### config.mk
export PLATFORM = sky130hd
export DESIGN_NAME = touch_four_point_calibrator_core_flat
export DESIGN_NICKNAME = d
export VERILOG_FILES = /design/src/rtl/tfpc_pkg.sv /design/src/rtl/tfpc_req_if.sv /design/src/rtl/tfpc_rsp_if.sv /design/src/rtl/touch_four_point_calibrator_core.sv /design/src/flat_wrapper.sv
export SDC_FILE = /design/constraint.sdc
export NUM_CORES = 1
export LEC_CHECK = 0
export ABC_AREA = 1
export ABC_CLOCK_PERIOD_IN_PS = 11300
export BUFFER_PORTS_ARGS = -buffer_cell sky130_fd_sc_hd__buf_4
export CELL_PAD_IN_SITES_DETAIL_PLACEMENT = 1
export CELL_PAD_IN_SITES_GLOBAL_PLACEMENT = 2
export CORE_ASPECT_RATIO = 1.5
export CORE_MARGIN = 5
export CORE_UTILIZATION = 42
export DETAILED_ROUTE_END_ITERATION = 6
export HOLD_SLACK_MARGIN = 0.12
export PLACE_DENSITY_LB_ADDON = 0.1
export RECOVER_POWER = 100
export SLEW_MARGIN = 20
export SYNTH_ARGS = -nofsm -noshare
export SYNTH_HDL_FRONTEND = slang
export SYNTH_SLANG_ARGS = --single-unit
### constraint.sdc
create_clock -name clock -period 11.3 [get_ports clock]
set_clock_uncertainty 0.1 [all_clocks]
set_input_delay 2.26 -clock clock [delete_from_list [all_inputs] [get_ports clock]]
set_output_delay 2.26 -clock clock [all_outputs]
set_load 0.005 [all_outputs]
### src/rtl/tfpc_pkg.sv
package tfpc_pkg;

   localparam int ADC_W         = 12;
   localparam int SCR_W         = 12;
   localparam int TD_W          = 8;
   localparam int DEB_W         = 16;
   localparam int OUT_W         = 16;
   localparam int THR_W         = 12;
   localparam int NUM_TARGETS   = 4;
   localparam int FRAC_BITS_DEF = 10;
   localparam int CW            = TD_W + ADC_W;

   localparam int CSR_ADDR_W = 2;
   localparam int CSR_DATA_W = 16;

   localparam logic [1:0] REQ_SAMPLE  = 2'd0;
   localparam logic [1:0] REQ_TICK    = 2'd1;
   localparam logic [1:0] REQ_RESTART = 2'd2;

   localparam logic [CSR_ADDR_W-1:0] CSR_SCREEN_COLS    = 2'd0;
   localparam logic [CSR_ADDR_W-1:0] CSR_SCREEN_ROWS    = 2'd1;
   localparam logic [CSR_ADDR_W-1:0] CSR_TARGET_DIST    = 2'd2;
   localparam logic [CSR_ADDR_W-1:0] CSR_DEBOUNCE_TICKS = 2'd3;

   localparam logic [SCR_W-1:0] SCREEN_COLS_RST    = 12'd640;
   localparam logic [SCR_W-1:0] SCREEN_ROWS_RST    = 12'd480;
   localparam logic [TD_W-1:0]  TARGET_DIST_RST    = 8'd10;
   localparam logic [DEB_W-1:0] DEBOUNCE_TICKS_RST = 16'd100;

   localparam logic [2:0] PHASE_FIRST = 3'd0;
   localparam logic [2:0] PHASE_DONE  = 3'd4;
   localparam logic [1:0] LAST_TARGET = 2'd3;

   typedef struct packed {
      logic [1:0]              target_ended;
      logic                    done_res;
      logic signed [OUT_W-1:0] x_low;
      logic signed [OUT_W-1:0] x_high;
      logic signed [OUT_W-1:0] y_low;
      logic signed [OUT_W-1:0] y_high;
      logic                    x_swapped;
      logic                    y_swapped;
      logic [THR_W-1:0]        press_threshold;
   } res_type;

   function automatic logic signed [OUT_W-1:0] sat16(input logic signed [CW+1:0] v);
      logic signed [CW+1:0] hi;
      logic signed [CW+1:0] lo;
      hi = (CW+2)'(32767);
      lo = -(CW+2)'(32768);
      if (v > hi) begin
         return 16'sd32767;
      end else if (v < lo) begin
         return -16'sd32768;
      end
      return v[OUT_W-1:0];
   endfunction

endpackage

### src/rtl/tfpc_req_if.sv
interface tfpc_req_if import tfpc_pkg::*; ();
   logic             valid;
   logic             ready;
   logic [1:0]       req_type;
   logic [ADC_W-1:0] sample_x;
   logic [ADC_W-1:0] sample_y;
   logic [ADC_W-1:0] pressure;

   modport source (output valid, output req_type, output sample_x, output sample_y,
                   output pressure, input ready);
   modport sink   (input valid, input req_type, input sample_x, input sample_y,
                   input pressure, output ready);
endinterface

### src/rtl/tfpc_rsp_if.sv
interface tfpc_rsp_if import tfpc_pkg::*; ();
   logic                    valid;
   logic                    ready;
   logic [1:0]              target_ended;
   logic                    done_res;
   logic signed [OUT_W-1:0] x_low;
   logic signed [OUT_W-1:0] x_high;
   logic signed [OUT_W-1:0] y_low;
   logic signed [OUT_W-1:0] y_high;
   logic                    x_swapped;
   logic                    y_swapped;
   logic [THR_W-1:0]        press_threshold;

   modport source (output valid, output target_ended, output done_res, output x_low,
                   output x_high, output y_low, output y_high, output x_swapped,
                   output y_swapped, output press_threshold, input ready);
   modport sink   (input valid, input target_ended, input done_res, input x_low,
                   input x_high, input y_low, input y_high, input x_swapped,
                   input y_swapped, input press_threshold, output ready);
endinterface

### src/rtl/touch_four_point_calibrator_core.sv
// Ticks, restarts and samples that end no target are handled in idle, and req stays ready.
// A sample that ends target 0..2 puts its beat on rsp through ST_PUSH once rsp is free.
// Fourth target end: one shared restoring divider serves both axes in turn (LOAD, DIV, MUL and
// FIN per axis after PREP, then PUSH), and req is held off until the beat is registered.
// A new req beat is taken while a finished rsp beat still waits. Reset is synchronous,
// active high: phase, peaks, debounce, rsp valid and the csr registers return to defaults.
module touch_four_point_calibrator_core import tfpc_pkg::*; #(
   parameter int FRAC_BITS = FRAC_BITS_DEF
) (
   input  logic                  clock,
   input  logic                  reset,
   tfpc_req_if.sink              req_ch,
   tfpc_rsp_if.source            rsp_ch,
   input  logic                  csr_we,
   input  logic [CSR_ADDR_W-1:0] csr_addr,
   input  logic [CSR_DATA_W-1:0] csr_wdata
);

   localparam int QW    = ADC_W + FRAC_BITS;
   localparam int PW    = TD_W + QW;
   localparam int CNT_W = $clog2(QW);

   typedef enum logic [6:0] {
      ST_IDLE = 7'b0000001,
      ST_PREP = 7'b0000010,
      ST_LOAD = 7'b0000100,
      ST_DIV  = 7'b0001000,
      ST_MUL  = 7'b0010000,
      ST_FIN  = 7'b0100000,
      ST_PUSH = 7'b1000000
   } state_type;

   state_type        state_ff, state_in;
   logic [SCR_W-1:0] cols_ff, cols_in, rows_ff, rows_in;
   logic [TD_W-1:0]  td_ff, td_in;
   logic [DEB_W-1:0] deb_ticks_ff, deb_ticks_in;
   logic [2:0]       phase_ff, phase_in;
   logic [ADC_W-1:0] peak_ff [NUM_TARGETS];
   logic [ADC_W-1:0] peak_in [NUM_TARGETS];
   logic [ADC_W-1:0] cap_x_ff [NUM_TARGETS];
   logic [ADC_W-1:0] cap_x_in [NUM_TARGETS];
   logic [ADC_W-1:0] cap_y_ff [NUM_TARGETS];
   logic [ADC_W-1:0] cap_y_in [NUM_TARGETS];
   logic             deb_active_ff, deb_active_in;
   logic [DEB_W-1:0] deb_left_ff, deb_left_in;
   logic             rsp_valid_ff, rsp_valid_in;
   res_type          res_ff, res_in;
   res_type          out_ff, out_in;
   logic [ADC_W-1:0] xmin_ff, xmin_in, xmax_ff, xmax_in;
   logic [ADC_W-1:0] ymin_ff, ymin_in, ymax_ff, ymax_in;
   logic             axis_ff, axis_in;
   logic [ADC_W-1:0] den_ff, den_in;
   logic [ADC_W-1:0] rem_ff, rem_in;
   logic [QW-1:0]    dq_ff, dq_in;
   logic [CNT_W-1:0] cnt_ff, cnt_in;
   logic [PW-1:0]    prod_ff, prod_in;

   logic                req_fire;
   logic [ADC_W-1:0]    cur_peak;
   logic [ADC_W:0]      xa_sum, xb_sum, ya_sum, yb_sum;
   logic [ADC_W-1:0]    xa, xb, ya, yb;
   logic [ADC_W+1:0]    peak_sum;
   logic [ADC_W-1:0]    mean;
   logic [ADC_W+2:0]    mean7;
   logic [DEB_W-1:0]    deb_dec;
   logic [SCR_W-1:0]    scr_sel;
   logic [ADC_W-1:0]    min_sel, max_sel, span;
   logic signed [SCR_W+1:0] den_w;
   logic [ADC_W:0]      rem_sh, rem_diff;
   logic                rem_ge;
   logic [CW-1:0]       comp;
   logic signed [CW+1:0] low_w, high_w;

   assign req_ch.ready = (state_ff == ST_IDLE);
   assign req_fire     = req_ch.valid && req_ch.ready;
   assign cur_peak     = peak_ff[phase_ff[1:0]];

   assign xa_sum   = {1'b0, cap_x_ff[0]} + {1'b0, cap_x_ff[3]};
   assign xb_sum   = {1'b0, cap_x_ff[1]} + {1'b0, cap_x_ff[2]};
   assign ya_sum   = {1'b0, cap_y_ff[0]} + {1'b0, cap_y_ff[1]};
   assign yb_sum   = {1'b0, cap_y_ff[2]} + {1'b0, cap_y_ff[3]};
   assign xa       = xa_sum[ADC_W:1];
   assign xb       = xb_sum[ADC_W:1];
   assign ya       = ya_sum[ADC_W:1];
   assign yb       = yb_sum[ADC_W:1];
   assign peak_sum = {2'b00, peak_ff[0]} + {2'b00, peak_ff[1]}
                   + {2'b00, peak_ff[2]} + {2'b00, peak_ff[3]};
   assign mean     = peak_sum[ADC_W+1:2];
   assign mean7    = {mean, 3'b000} - {3'b000, mean};
   assign deb_dec  = (deb_left_ff != '0) ? deb_left_ff - 1'b1 : deb_left_ff;

   assign scr_sel = axis_ff ? rows_ff : cols_ff;
   assign min_sel = axis_ff ? ymin_ff : xmin_ff;
   assign max_sel = axis_ff ? ymax_ff : xmax_ff;
   assign span    = max_sel - min_sel;
   assign den_w   = $signed({2'b00, scr_sel}) - $signed({{(SCR_W+1-TD_W){1'b0}}, td_ff, 1'b0});

   assign rem_sh   = {rem_ff, dq_ff[QW-1]};
   assign rem_diff = rem_sh - {1'b0, den_ff};
   assign rem_ge   = (rem_sh >= {1'b0, den_ff});

   assign comp   = prod_ff[PW-1:FRAC_BITS];
   assign low_w  = $signed({2'b00, {(CW-ADC_W){1'b0}}, min_sel}) - $signed({2'b00, comp});
   assign high_w = $signed({2'b00, {(CW-ADC_W){1'b0}}, max_sel}) + $signed({2'b00, comp});

   always_comb begin
      state_in      = state_ff;
      cols_in       = cols_ff;
      rows_in       = rows_ff;
      td_in         = td_ff;
      deb_ticks_in  = deb_ticks_ff;
      phase_in      = phase_ff;
      peak_in       = peak_ff;
      cap_x_in      = cap_x_ff;
      cap_y_in      = cap_y_ff;
      deb_active_in = deb_active_ff;
      deb_left_in   = deb_left_ff;
      rsp_valid_in  = rsp_valid_ff;
      res_in        = res_ff;
      out_in        = out_ff;
      xmin_in       = xmin_ff;
      xmax_in       = xmax_ff;
      ymin_in       = ymin_ff;
      ymax_in       = ymax_ff;
      axis_in       = axis_ff;
      den_in        = den_ff;
      rem_in        = rem_ff;
      dq_in         = dq_ff;
      cnt_in        = cnt_ff;
      prod_in       = prod_ff;

      if (csr_we) begin
         case (csr_addr)
            CSR_SCREEN_COLS:    cols_in      = csr_wdata[SCR_W-1:0];
            CSR_SCREEN_ROWS:    rows_in      = csr_wdata[SCR_W-1:0];
            CSR_TARGET_DIST:    td_in        = csr_wdata[TD_W-1:0];
            CSR_DEBOUNCE_TICKS: deb_ticks_in = csr_wdata[DEB_W-1:0];
            default: ;
         endcase
      end

      if (rsp_valid_ff && rsp_ch.ready) begin
         rsp_valid_in = 1'b0;
      end

      case (state_ff)
         ST_IDLE: begin
            if (req_fire) begin
               case (req_ch.req_type)
                  REQ_TICK: begin
                     if (deb_active_ff) begin
                        deb_left_in = deb_dec;
                        if (deb_dec == '0) begin
                           deb_active_in = 1'b0;
                        end
                     end
                  end
                  REQ_RESTART: begin
                     phase_in      = PHASE_FIRST;
                     peak_in       = '{default: '0};
                     deb_active_in = 1'b0;
                     deb_left_in   = '0;
                  end
                  REQ_SAMPLE: begin
                     if (!deb_active_ff && (phase_ff < PHASE_DONE)) begin
                        if (req_ch.pressure > cur_peak) begin
                           peak_in[phase_ff[1:0]]  = req_ch.pressure;
                           cap_x_in[phase_ff[1:0]] = req_ch.sample_x;
                           cap_y_in[phase_ff[1:0]] = req_ch.sample_y;
                        end else if (req_ch.pressure < (cur_peak >> 1)) begin
                           res_in              = '0;
                           res_in.target_ended = phase_ff[1:0];
                           if (phase_ff[1:0] == LAST_TARGET) begin
                              phase_in = PHASE_DONE;
                              state_in = ST_PREP;
                           end else begin
                              phase_in      = phase_ff + 3'd1;
                              deb_left_in   = deb_ticks_ff;
                              deb_active_in = (deb_ticks_ff != '0);
                              state_in      = ST_PUSH;
                           end
                        end
                     end
                  end
                  default: ;
               endcase
            end
         end
         ST_PREP: begin
            res_in.done_res        = 1'b1;
            res_in.x_swapped       = (xa > xb);
            res_in.y_swapped       = (ya > yb);
            res_in.press_threshold = mean7[ADC_W+2:3];
            xmin_in  = (xa > xb) ? xb : xa;
            xmax_in  = (xa > xb) ? xa : xb;
            ymin_in  = (ya > yb) ? yb : ya;
            ymax_in  = (ya > yb) ? ya : yb;
            axis_in  = 1'b0;
            state_in = ST_LOAD;
         end
         ST_LOAD: begin
            rem_in = '0;
            cnt_in = '0;
            if (den_w <= 0) begin
               dq_in    = '0;
               state_in = ST_MUL;
            end else begin
               den_in   = den_w[ADC_W-1:0];
               dq_in    = {span, {FRAC_BITS{1'b0}}};
               state_in = ST_DIV;
            end
         end
         ST_DIV: begin
            rem_in = rem_ge ? rem_diff[ADC_W-1:0] : rem_sh[ADC_W-1:0];
            dq_in  = {dq_ff[QW-2:0], rem_ge};
            cnt_in = cnt_ff + 1'b1;
            if (cnt_ff == CNT_W'(QW - 1)) begin
               state_in = ST_MUL;
            end
         end
         ST_MUL: begin
            prod_in  = {{QW{1'b0}}, td_ff} * {{TD_W{1'b0}}, dq_ff};
            state_in = ST_FIN;
         end
         ST_FIN: begin
            if (axis_ff) begin
               res_in.y_low  = sat16(low_w);
               res_in.y_high = sat16(high_w);
               state_in      = ST_PUSH;
            end else begin
               res_in.x_low  = sat16(low_w);
               res_in.x_high = sat16(high_w);
               axis_in       = 1'b1;
               state_in      = ST_LOAD;
            end
         end
         ST_PUSH: begin
            if (!rsp_valid_ff || rsp_ch.ready) begin
               out_in       = res_ff;
               rsp_valid_in = 1'b1;
               state_in     = ST_IDLE;
            end
         end
         default: state_in = ST_IDLE;
      endcase
   end

   always_ff @(posedge clock) begin
      if (reset) begin
         state_ff      <= ST_IDLE;
         cols_ff       <= SCREEN_COLS_RST;
         rows_ff       <= SCREEN_ROWS_RST;
         td_ff         <= TARGET_DIST_RST;
         deb_ticks_ff  <= DEBOUNCE_TICKS_RST;
         phase_ff      <= PHASE_FIRST;
         peak_ff       <= '{default: '0};
         deb_active_ff <= 1'b0;
         deb_left_ff   <= '0;
         rsp_valid_ff  <= 1'b0;
      end else begin
         state_ff      <= state_in;
         cols_ff       <= cols_in;
         rows_ff       <= rows_in;
         td_ff         <= td_in;
         deb_ticks_ff  <= deb_ticks_in;
         phase_ff      <= phase_in;
         peak_ff       <= peak_in;
         deb_active_ff <= deb_active_in;
         deb_left_ff   <= deb_left_in;
         rsp_valid_ff  <= rsp_valid_in;
      end
   end

   always_ff @(posedge clock) begin
      cap_x_ff <= cap_x_in;
      cap_y_ff <= cap_y_in;
      res_ff   <= res_in;
      out_ff   <= out_in;
      xmin_ff  <= xmin_in;
      xmax_ff  <= xmax_in;
      ymin_ff  <= ymin_in;
      ymax_ff  <= ymax_in;
      axis_ff  <= axis_in;
      den_ff   <= den_in;
      rem_ff   <= rem_in;
      dq_ff    <= dq_in;
      cnt_ff   <= cnt_in;
      prod_ff  <= prod_in;
   end

   assign rsp_ch.valid           = rsp_valid_ff;
   assign rsp_ch.target_ended    = out_ff.target_ended;
   assign rsp_ch.done_res        = out_ff.done_res;
   assign rsp_ch.x_low           = out_ff.x_low;
   assign rsp_ch.x_high          = out_ff.x_high;
   assign rsp_ch.y_low           = out_ff.y_low;
   assign rsp_ch.y_high          = out_ff.y_high;
   assign rsp_ch.x_swapped       = out_ff.x_swapped;
   assign rsp_ch.y_swapped       = out_ff.y_swapped;
   assign rsp_ch.press_threshold = out_ff.press_threshold;

endmodule

### src/flat_wrapper.sv
// flat-port wrapper written by rule: the top's interface ports become plain ports
module touch_four_point_calibrator_core_flat import tfpc_pkg::*;
#(
   parameter int FRAC_BITS = FRAC_BITS_DEF
)
  (clock, reset, csr_we, csr_addr, csr_wdata, req_ch_valid, req_ch_req_type, req_ch_sample_x, req_ch_sample_y, req_ch_pressure, req_ch_ready, rsp_ch_valid, rsp_ch_target_ended, rsp_ch_done_res, rsp_ch_x_low, rsp_ch_x_high, rsp_ch_y_low, rsp_ch_y_high, rsp_ch_x_swapped, rsp_ch_y_swapped, rsp_ch_press_threshold, rsp_ch_ready);
  tfpc_req_if req_ch_i ();
  tfpc_rsp_if rsp_ch_i ();
  input  logic clock;
  input  logic reset;
  input  logic csr_we;
  input  logic [CSR_ADDR_W-1:0] csr_addr;
  input  logic [CSR_DATA_W-1:0] csr_wdata;
  input wire logic [$bits(req_ch_i.valid)-1:0] req_ch_valid;
  input wire logic [$bits(req_ch_i.req_type)-1:0] req_ch_req_type;
  input wire logic [$bits(req_ch_i.sample_x)-1:0] req_ch_sample_x;
  input wire logic [$bits(req_ch_i.sample_y)-1:0] req_ch_sample_y;
  input wire logic [$bits(req_ch_i.pressure)-1:0] req_ch_pressure;
  output wire logic [$bits(req_ch_i.ready)-1:0] req_ch_ready;
  output wire logic [$bits(rsp_ch_i.valid)-1:0] rsp_ch_valid;
  output wire logic [$bits(rsp_ch_i.target_ended)-1:0] rsp_ch_target_ended;
  output wire logic [$bits(rsp_ch_i.done_res)-1:0] rsp_ch_done_res;
  output wire logic [$bits(rsp_ch_i.x_low)-1:0] rsp_ch_x_low;
  output wire logic [$bits(rsp_ch_i.x_high)-1:0] rsp_ch_x_high;
  output wire logic [$bits(rsp_ch_i.y_low)-1:0] rsp_ch_y_low;
  output wire logic [$bits(rsp_ch_i.y_high)-1:0] rsp_ch_y_high;
  output wire logic [$bits(rsp_ch_i.x_swapped)-1:0] rsp_ch_x_swapped;
  output wire logic [$bits(rsp_ch_i.y_swapped)-1:0] rsp_ch_y_swapped;
  output wire logic [$bits(rsp_ch_i.press_threshold)-1:0] rsp_ch_press_threshold;
  input wire logic [$bits(rsp_ch_i.ready)-1:0] rsp_ch_ready;
  assign req_ch_i.valid = req_ch_valid;
  assign req_ch_i.req_type = req_ch_req_type;
  assign req_ch_i.sample_x = req_ch_sample_x;
  assign req_ch_i.sample_y = req_ch_sample_y;
  assign req_ch_i.pressure = req_ch_pressure;
  assign req_ch_ready = req_ch_i.ready;
  assign rsp_ch_valid = rsp_ch_i.valid;
  assign rsp_ch_target_ended = rsp_ch_i.target_ended;
  assign rsp_ch_done_res = rsp_ch_i.done_res;
  assign rsp_ch_x_low = rsp_ch_i.x_low;
  assign rsp_ch_x_high = rsp_ch_i.x_high;
  assign rsp_ch_y_low = rsp_ch_i.y_low;
  assign rsp_ch_y_high = rsp_ch_i.y_high;
  assign rsp_ch_x_swapped = rsp_ch_i.x_swapped;
  assign rsp_ch_y_swapped = rsp_ch_i.y_swapped;
  assign rsp_ch_press_threshold = rsp_ch_i.press_threshold;
  assign rsp_ch_i.ready = rsp_ch_ready;
  touch_four_point_calibrator_core #(.FRAC_BITS(FRAC_BITS)) u_core (.clock(clock), .reset(reset), .req_ch(req_ch_i), .rsp_ch(rsp_ch_i), .csr_we(csr_we), .csr_addr(csr_addr), .csr_wdata(csr_wdata));
endmodule
==> summary.txt, run 1 <==
Outcome
  • Status: finished with violations
  • Failing checks: max-capacitance violations, max-slew violations

Worst setup path
  • Worst Path Max Fanout: 40
  • WS Path Type: register to register
  • Crit end category: register
  • CP Cell Sequence: clkbuf_1 > inv_1 > o21ai_0 > nor2_1 > a21oi_1 > ha_1 > a21oi_1 > o21a_1 > nand3_1 > a21oi_1 > nand3_1 > nand2_1 > o21ai_0 > a21oi_4 > clkbuf_1
  • CP dominant cell by count: a21oi_1
  • CP Data Required Time: 11,410 ps
  • CP peak stage delay: around 1600 ps
  • Buf/Inv on CP: 3
  • Critical path launch point type: register
  • Slowest CP cell: clkbuf_1
  • Worst EP arrival: between 7000 and 8000 ps
  • Top delay family on crit path: buffers and inverters

Route
  • Wire length on met2: about 51,000 microns
  • Vias per cell: between 5 and 6
  • Vias: roughly 26k
  • Met1 WL: around 38,000 microns
  • Final wirelength: 94,600 microns
  • DR iter-0 viols: around 1.0k
  • 1st-pass router iterations: 5
  • Routed Antenna Nets: 0
  • Top sig layer: met5
  • Met3 routed WL: between 2000 and 2500 microns
  • Post-route DRC: 0
  • Average wire per standard cell: between 15 and 20 microns

Global routing
  • First-pass GRT wire length: between 150,000 and 200,000 microns
  • Overflow left after global routing: 0
  • Pin count of the biggest net entering global routing: 65
  • Initial antenna violation count: 3
  • Vias in the first global route: ~28k
  • GRT Resource Usage Total: 22.4%

Power and ir drop
  • Peak supply drop: 121 uV
  • Post-layout power: 4.92 mW
  • Leakage: between 15 and 20 nW
  • PD cells: 135 nW/um^2

Floorplanning
  • Chip width: approximately 240 microns
  • IO Pins: between 100 and 150
  • Core Area: 78,400 sq um
  • Die footprint: between 80,000 and 90,000 sq um
  • Initial Util: between 40% and 50%
  • Die H: about 350 microns
  • Core Rows: approximately 130

Timing
  • Final worst path period share: between 60% and 70%
  • RSZ-0062 raised after global routing: false
  • Final min period: about 7600 ps
  • Final Max Slew Viols: between 500 and 600
  • Slew HR: -126%
  • Slew @ Worst Pin: between 3000 and 4000 ps
  • WHS: approximately 320 ps
  • Final setup fails: 0
  • Aggregate negative setup slack: 0 ps
  • Final Hold Viols: 0
  • FMAX: around 130 MHz

Synthesis
  • Synthesis Warnings: 0
  • Dominant cells by area after synthesis: edfxtp_1 (34%), nand2_1 (10%), ha_1 (8.8%), fa_1 (8.5%), dfxtp_1 (7.5%)
  • Mean Syn Cell Area: roughly 8.6 sq um
  • Commonest cells post-synth: nand2_1 (914), inv_1 (636), edfxtp_1 (378)
  • Cell Area, Synth: about 33,000 sq um
  • Area leader, netlist: edfxtp_1
  • Mapped Cells: 3,834
  • EDFF count, synth: 378
  • Unique masters post-synth: 57
  • Top_reg_cell synth: edfxtp_1
  • Fraction of registers with async set/reset: 0%
  • Share of the synthesized area in the top cell type: between 30% and 40%
  • Seq cells post-synth: 502
  • Most instantiated library cell after synthesis: nand2_1
  • Sequential area share after synthesis: a little over two fifths

CTS
  • Worst skew pair latency: 630 ps
  • Clock sinks: 502
  • CTS Buf Count: 52
  • Post-CTS resize count: 0
  • Clk buf depth: 3
  • Quantity of hold-fixing buffers added after cts: 0
  • Root buffer cell: clkbuf_16
  • CTS tree: yes
  • H-tree depth: 2
  • Clock transition at path regs: roughly 70 ps
  • Setup Buffers After CTS: 0

Placement
  • Post-DP HPWL: around 73,000 microns
  • Gpl congestion: around 0.85
  • Post-DP Area: 35,100 sq um
  • Placed insts: 4,913
  • Port Buf Inserts: around 140

Flow run
  • Max Cap Viol: 13

Worst hold path
  • Hold Path Class: register to register

Finish
  • Multi-input gate area: about 16,000 sq um
  • Design Area, Final: ~37,000 sq um
  • Nets: about 4.4k
  • Seq. cell area: approximately 14,000 sq um
  • Layout filler cell count: between 9k and 10k
  • Final std cells w/o fill: about 5k
  • Area Growth Syn to Fin: 10.6%
  • Share of layout cells above drive strength 1: under 10%
-- routing by layer --
metal	up-vias	global-route usage [%]
met5	-	0
met4	2	7.50
met3	156	2.31
met2	316	43.6
met1	12600	25.1
li1	12600	-
-- through the flow --
| step | worst slack, ps | util [%] |
|---|---|---|
| final | 3650 | 46.6 |
| after global routing | 3050 | 46.6 |
| after CTS | 5860 | 47.1 |
| after detailed placement | 5810 | 44.8 |
| after global placement | 5860 | 44.8 |
| after floorplan | 5000 | - |
-- cells in the final DEF, fill, tap and decap left out, types with 31 or more instances in the layout --
cell type / netlist / routed
clkbuf_16: 0 / 52
nor3_1: 35 / 37
inv_1: 636 / 638
fa_1: 141 / 141
dfxtp_1: 124 / 123
buf_4: 3 / 38
edfxtp_1: 378 / 378
xnor2_1: 31 / 31
xor2_1: 94 / 94
nand2_1: 914 / 915
o21ai_0: 228 / 237
nand3_1: 127 / 127
clkbuf_1: 87 / 87
ha_1: 233 / 233
nor2_1: 255 / 254
a21oi_1: 286 / 285
clkbuf_4: 0 / 54
-- cell families (layout without fill, tap and decap cells) --
logic type	Yosys count	after routing	share of synthesized area (%)
and+or+nand+nor	1446	1446	18.3
buffers and inverters	762	908	8.91
AOI/OAI and AO/OA	623	623	10.2
DFF	502	502	41.9
adders and majority gates	374	374	17.4
xor gates and xnor gates	125	125	3.32
other	1	3	0.0114
muxes	1	1	0.0303
-- state kept, by name (all words and copies together), names as in the netlist, 5 cells and up --
| signal | cells |
|---|---|
| u_core.res_ff | 81 |
| u_core.cap_x_ff | 48 |
| u_core.cap_y_ff | 48 |
| u_core.peak_ff | 48 |
| u_core.dq_ff | 22 |
| u_core.prod_ff | 20 |
| u_core.deb_left_ff | 16 |
| u_core.deb_ticks_ff | 16 |
| u_core.rsp_ch.x_high | 16 |
| u_core.rsp_ch.x_low | 16 |
| u_core.rsp_ch.y_high | 16 |
| u_core.rsp_ch.y_low | 16 |
| u_core.cols_ff | 12 |
| u_core.den_ff | 12 |
| u_core.rem_ff | 12 |
| u_core.rows_ff | 12 |
| u_core.rsp_ch.press_threshold | 12 |
| u_core.xmax_ff | 12 |
| u_core.xmin_ff | 12 |
| u_core.ymax_ff | 12 |
| u_core.ymin_ff | 12 |
| u_core.td_ff | 8 |
| u_core.state_ff | 7 |
| u_core.cnt_ff | 5 |
-- worst reg2reg max path, cell delays in order (launching register included) --
cell	delay, ps
dfxtp_1	300
clkbuf_1	1440
inv_1	910
o21ai_0	400
nor2_1	70
a21oi_1	320
ha_1	340
a21oi_1	160
o21a_1	150
nand3_1	190
a21oi_1	240
nand3_1	250
nand2_1	160
o21ai_0	300
a21oi_4	230
clkbuf_1	1610
-- report_power, final --
part | leakage, nW | total [mW] | switching, mW | internal [mW]
Combinational | 11.4 | 1.06 | 0.707 | 0.357
Clock | 0.848 | 1.80 | 0.757 | 1.05
Sequential | 4.43 | 2.06 | 0.0247 | 2.03
-- area by class of cell --
class,instances,share of cell area (%)
tap,1024,3.51
clock buffer,65,3.75
multi-input combinational,2571,44.5
antenna,1,0.00685
clock inverter,27,1.04
sequential,502,37.9
inverter,648,6.66
timing repair buffer,168,2.67
-- path summary, 6_finish.rpt --
kind | slack [ps] | depth (start not counted) | to | startpoint
max reg2reg | 3650 | 15 | u_core.res_ff[19]$_SDFFCE_PN0P_ | u_core.phase_ff[0]$_SDFFE_PP0P_
min reg2reg | 320 | 0 | u_core.rsp_ch.y_high[9]$_DFFE_PP_ | u_core.res_ff[23]$_SDFFCE_PN0P_
max | 3650 | 15 | u_core.res_ff[19]$_SDFFCE_PN0P_ | u_core.phase_ff[0]$_SDFFE_PP0P_
min | 320 | 0 | u_core.rsp_ch.y_high[9]$_DFFE_PP_ | u_core.res_ff[23]$_SDFFCE_PN0P_
Note: power is estimated with default switching activity, not from simulation.
==> run 2, diff against run 1 <==
ABC_CLOCK_PERIOD_IN_PS = 6500   (was 11300)
CORE_UTILIZATION = 35   (was 42)
clock period = 6.5 ns   (was 11.3 ns; I/O delays follow)
==> summary.txt, run 2 (synthesized netlist as in run 1, its figures left out) <==
Finish
  • Commonest non-fill, non-tap cell in the layout: nand2_1
  • Layout filler cell count: 11.1k (+20%)
  • Share of layout cells above drive strength 1: 7.05% (+0.90 points)
  • Max FFs per register: 81 (unchanged)
  • Util after Layout: 39.3% (-7.3 points)
  • Top reg by flops: u_core.res_ff
  • Nets: 4,387 (+0.21%)
  • Area Growth Syn to Fin: 11.9%
  • Most frequent cells in the layout: nand2_1 (915), inv_1 (637), edfxtp_1 (378)

CTS
  • H-tree depth: 2 (unchanged)
  • Post-CTS resize count: 0 (unchanged)
  • Quantity of hold-fixing buffers added after cts: 0 (unchanged)
  • Clk buf depth: 3 (unchanged)
  • Clock sinks: 502 (unchanged)
  • Setup Buffers After CTS: 0 (unchanged)
  • Worst skew pair latency: 640 ps (about the same)
  • Root buffer cell: clkbuf_16
  • CTS tree: yes
  • Clock transition at path regs: 70 ps (about the same)
  • CTS Buf Count: 55 (+5.8%)

Route
  • Post-route DRC: 0 (unchanged)
  • Routed Antenna Nets: 0 (unchanged)
  • Average wire per standard cell: 18.5 microns (-2.2%)
  • DR iter-0 viols: 813 (-21%)
  • Vias: 25.4k (-1.3%)
  • Vias per cell: 4.83 (-6.1%)
  • 1st-pass router iterations: 5 (unchanged)
  • Final wirelength: 97,100 microns (+2.7%)

Floorplanning
  • IO Pins: 144 (unchanged)
  • Die H: 386 microns (+9.3%)
  • Initial Util: 35.1% (-7.1 points)
  • Core Area: 94,100 sq um (+20%)
  • Core Rows: 138 (+9.5%)
  • Chip width: 261 microns (+9.1%)
  • Die footprint: 101,000 sq um (+19%)

Timing
  • Final min period: 5680 ps (-1970 ps)
  • Final Max Slew Viols: 278 (-46%)
  • Slew HR: -115% (+11 points)
  • FMAX: 176 MHz (+35%)
  • Slew @ Worst Pin: 3230 ps (-165 ps)
  • Aggregate negative setup slack: 0 ps (unchanged)
  • Final worst path period share: 87.4% (+20 points)
  • Final Hold Viols: 0 (unchanged)
  • Final setup fails: 0 (unchanged)
  • RSZ-0062 raised after global routing: false

Worst setup path
  • Worst EP arrival: 5860 ps (-1890 ps)
  • Worst Path Max Fanout: 39 (-2.5%)
  • Crit end category: register
  • CP Data Required Time: 6680 ps (-4730 ps)
  • Critical path launch point type: register
  • WS Path Type: register to register

Power and ir drop
  • Leakage: 16.8 nW (+0.87%)
  • Peak supply drop: 196 uV (+61%)
  • Post-layout power: 8.61 mW (+75%)
  • PD cells: 233 nW/um^2 (+73%)

Outcome
  • Failing checks: max-capacitance violations, max-slew violations
  • Status: finished with violations

Placement
  • Gpl congestion: 0.820 (-3.5%)
  • Port Buf Inserts: 143 (unchanged)
  • Post-DP HPWL: 76,100 microns (+3.6%)

Flow run
  • Max Cap Viol: 7 (-6)

Global routing
  • Pin count of the biggest net entering global routing: 65 (unchanged)
  • Vias in the first global route: 27.6k (-0.48%)
  • Initial antenna violation count: 3 (unchanged)
  • Overflow left after global routing: 0 (unchanged)
  • First-pass GRT wire length: 153,000 microns (+1.7%)
  • GRT Resource Usage Total: 19.2% (-3.2 points)

Worst hold path
  • Hold Path Class: register to register
==> run 2: worst max-delay path, stage by stage, from the launching register on <==
cell	delay, ps
dfxtp_1	330
clkbuf_1	1320
o21ai_0	370
a21oi_1	520
ha_1	350
a21oi_1	150
o21a_1	160
nand3_1	250
a21oi_1	280
nand3_1	290
nand2_1	190
o21ai_0	290
a21oi_4	210
buf_4	430
==> run 2: routing by layer <==
metal,share of wire (%),global-route usage [%],up-vias
met5,0.013,0,-
met4,2.6,4.86,2
met3,2.7,2.26,113
met2,54,37.9,266
met1,40,21.7,12400
li1,-,-,12700
==> run 2: area by class of cell <==
| class | count | area [sq um] | area share (%) |
|---|---|---|---|
| multi-input cells | 2571 | 16200 | 43.8 |
| flip-flops and latches | 502 | 13800 | 37.4 |
| inverters | 648 | 2430 | 6.58 |
| well taps | 1260 | 1580 | 4.27 |
| clock buffers | 66 | 1440 | 3.89 |
| repair buffers | 174 | 1090 | 2.96 |
| clock inverters | 37 | 383 | 1.04 |
| diodes | 2 | 5.00 | 0.0135 |
==> run 2: where the power goes <==
| part | leakage, nW | internal [mW] | switching [mW] |
|---|---|---|---|
| sequential | 4.43 | 3.53 | 0.0441 |
| clock | 0.887 | 1.80 | 1.39 |
| combinational | 11.5 | 0.620 | 1.23 |
| total | 16.8 | 5.95 | 2.66 |
==> run 2: path summary, 6_finish.rpt <==
check / from / to / slack (ps) / cells after the start
worst min register to register: u_core.res_ff[65]$_SDFFCE_PN0P_ / u_core.rsp_ch.x_low[3]$_DFFE_PP_ / 300 / 0
worst min-delay path: u_core.res_ff[65]$_SDFFCE_PN0P_ / u_core.rsp_ch.x_low[3]$_DFFE_PP_ / 300 / 0
worst max register to register: u_core.phase_ff[0]$_SDFFE_PP0P_ / u_core.res_ff[23]$_SDFFCE_PN0P_ / 820 / 13
worst max-delay path: u_core.phase_ff[0]$_SDFFE_PP0P_ / u_core.res_ff[23]$_SDFFCE_PN0P_ / 820 / 13
==> run 2: through the flow <==
step | setup slack, ps | hold slack [ps] | std cells | cell area, sq um
after floorplan | 1160 | 300 | 3835 | 33000
after global placement | 1240 | 301 | 5155 | 35500
after detailed placement | 1170 | 305 | 5155 | 35500
after CTS | 1140 | 306 | 5258 | 37300
after global routing | 378 | 324 | 5258 | 37000
final | 821 | 302 | 5260 | 37000
==> run 3, diff against run 2 <==
PLACE_DENSITY = 0.78   (was not set)
PLACE_DENSITY_LB_ADDON = not set   (was 0.1)
==> summary.txt, run 3 (synthesized netlist as in run 1, its figures left out) <==
Outcome
  • Status: finished with violations
  • Failing checks: max-capacitance violations, max-slew violations

Worst setup path
  • CP Cell Sequence: clkbuf_1 > o21ai_0 > a21oi_1 > ha_1 > nand3_1 > nor3_1 > nand2_1 > nand3_1 > nand4_1 > nor2_2 > clkbuf_1
  • Crit end category: register
  • CP peak stage delay: 1140 ps (-180 ps)
  • Buf/Inv on CP: 2 (unchanged)
  • Worst EP arrival: 5860 ps (about the same)
  • Critical path launch point type: register
  • CP Data Required Time: 6640 ps (-40 ps)
  • Worst Path Max Fanout: 27 (-31%)
  • Top delay family on crit path: buffers and inverters
  • WS Path Type: register to register
  • Slowest CP cell: clkbuf_1

CTS
  • Post-CTS resize count: 0 (unchanged)
  • CTS Buf Count: 53 (-3.6%)
  • Clk buf depth: 3 (unchanged)
  • Root buffer cell: clkbuf_16
  • H-tree depth: 2 (unchanged)
  • CTS tree: yes
  • Clock transition at path regs: 60 ps (about the same)
  • Quantity of hold-fixing buffers added after cts: 0 (unchanged)
  • Worst skew pair latency: 650 ps (about the same)
  • Clock sinks: 502 (unchanged)
  • Setup Buffers After CTS: 0 (unchanged)

Route
  • Vias per cell: 4.84 (+0.25%)
  • Post-route DRC: 0 (unchanged)
  • 1st-pass router iterations: 4 (-1)
  • Final wirelength: 93,900 microns (-3.3%)
  • Vias: 25.4k (+0.15%)
  • Routed Antenna Nets: 0 (unchanged)
  • DR iter-0 viols: 916 (+13%)
  • Average wire per standard cell: 17.9 microns (-3.2%)

Global routing
  • Vias in the first global route: 27.5k (-0.48%)
  • Initial antenna violation count: 4 (+1)
  • GRT Resource Usage Total: 18.6% (-0.64 points)
  • First-pass GRT wire length: 148,000 microns (-2.7%)
  • Overflow left after global routing: 0 (unchanged)
  • Pin count of the biggest net entering global routing: 65 (unchanged)

Finish
  • Design Area, Final: 37,000 sq um (about the same)
  • Share of layout cells above drive strength 1: 6.97% (-0.086 points)
  • Commonest non-fill, non-tap cell in the layout: nand2_1
  • Area Growth Syn to Fin: 11.9% (about the same)
  • Most frequent cells in the layout: nand2_1 (915), inv_1 (636), edfxtp_1 (378)
  • Final std cells w/o fill: 5,255 (-0.095%)
  • Util after Layout: 39.3% (about the same)
  • Max FFs per register: 81 (unchanged)
  • Top reg by flops: u_core.res_ff
  • Nets: 4,383 (-0.091%)
  • Layout filler cell count: 11.1k (-0.090%)

Timing
  • Final setup fails: 0 (unchanged)
  • WHS: 313 ps (+10.8 ps)
  • RSZ-0062 raised after global routing: false
  • Slew @ Worst Pin: 3230 ps (+1.19 ps)
  • Final Hold Viols: 0 (unchanged)
  • FMAX: 175 MHz (-0.72%)
  • Slew HR: -115% (about the same)
  • Final min period: 5720 ps (+41.5 ps)
  • Final setup margin: 780 ps (-41.5 ps)
  • Final worst path period share: 88.0% (+0.64 points)
  • Final Max Slew Viols: 225 (-19%)
  • Aggregate negative setup slack: 0 ps (unchanged)

Floorplanning
  • Initial Util: 35.1% (unchanged)
  • Chip width: 261 microns (unchanged)
  • Core Rows: 138 (unchanged)
  • Core Area: 94,100 sq um (unchanged)
  • IO Pins: 144 (unchanged)
  • Die footprint: 101,000 sq um (unchanged)
  • Die H: 386 microns (unchanged)

Placement
  • Post-DP HPWL: 73,900 microns (-2.9%)
  • Post-DP Area: 35,400 sq um (about the same)
  • Worst slack at placement: 1240 ps (+69.9 ps)
  • Placed insts: 5,153 (-0.039%)
  • Gpl congestion: 0.849 (+3.5%)
  • Port Buf Inserts: 143 (unchanged)

Power and ir drop
  • Post-layout power: 8.54 mW (-0.75%)
  • Leakage: 16.8 nW (-0.16%)
  • Peak supply drop: 224 uV (+15%)
  • PD cells: 231 nW/um^2 (-0.73%)

Worst hold path
  • Hold Path Class: register to register

Flow run
  • Max Cap Viol: 6 (-1)
## run 3: cell count changes in the layout (fill, tap and decap cells not counted), moves of 3 or more
cell and change:
clkbuf_1 -5, nor2_1 -4, clkinv_2 -3, clkinv_4 -5, diode_2 +3, clkinv_1 +5, nor2_4 +4
## run 3: path summary, 6_finish.rpt
| check | slack [ps] | cells past startpoint | endpoint | start |
|---|---|---|---|---|
| setup / recovery | 780 | 11 | u_core.cap_x_ff[32]$_DFFE_PP_ | u_core.phase_ff[0]$_SDFFE_PP0P_ |
| hold / removal | 310 | 0 | u_core.rsp_ch.x_high[1]$_DFFE_PP_ | u_core.res_ff[47]$_SDFFCE_PN0P_ |
| setup reg to reg | 780 | 11 | u_core.cap_x_ff[32]$_DFFE_PP_ | u_core.phase_ff[0]$_SDFFE_PP0P_ |
| hold reg to reg | 310 | 0 | u_core.rsp_ch.x_high[1]$_DFFE_PP_ | u_core.res_ff[47]$_SDFFCE_PN0P_ |
## run 3: layout make-up
type / instances / area (sq um) / share of cell area, %
Sequential cell: 502 / 13800 / 37.4
Inverter: 648 / 2430 / 6.58
Multi-Input combinational cell: 2571 / 16200 / 43.9
Timing Repair Buffer: 172 / 1090 / 2.94
Clock inverter: 34 / 365 / 0.989
Antenna cell: 5 / 12.5 / 0.0339
Clock buffer: 63 / 1420 / 3.83
Tap cell: 1260 / 1580 / 4.27
## run 3: power by group
group / switching, mW / total [mW] / internal [mW]
logic: 1.22 / 1.83 / 0.615
registers: 0.0442 / 3.58 / 3.53
clock network: 1.37 / 3.14 / 1.77
total: 2.63 / 8.54 / 5.92
## run 3: per-layer routing
layer / GRT usage (%) / part of all wire (%)
met1: 20.4 / 40
met2: 36.7 / 55
met3: 2.46 / 2.7
met4: 5.35 / 3.0
met5: 0 / 0
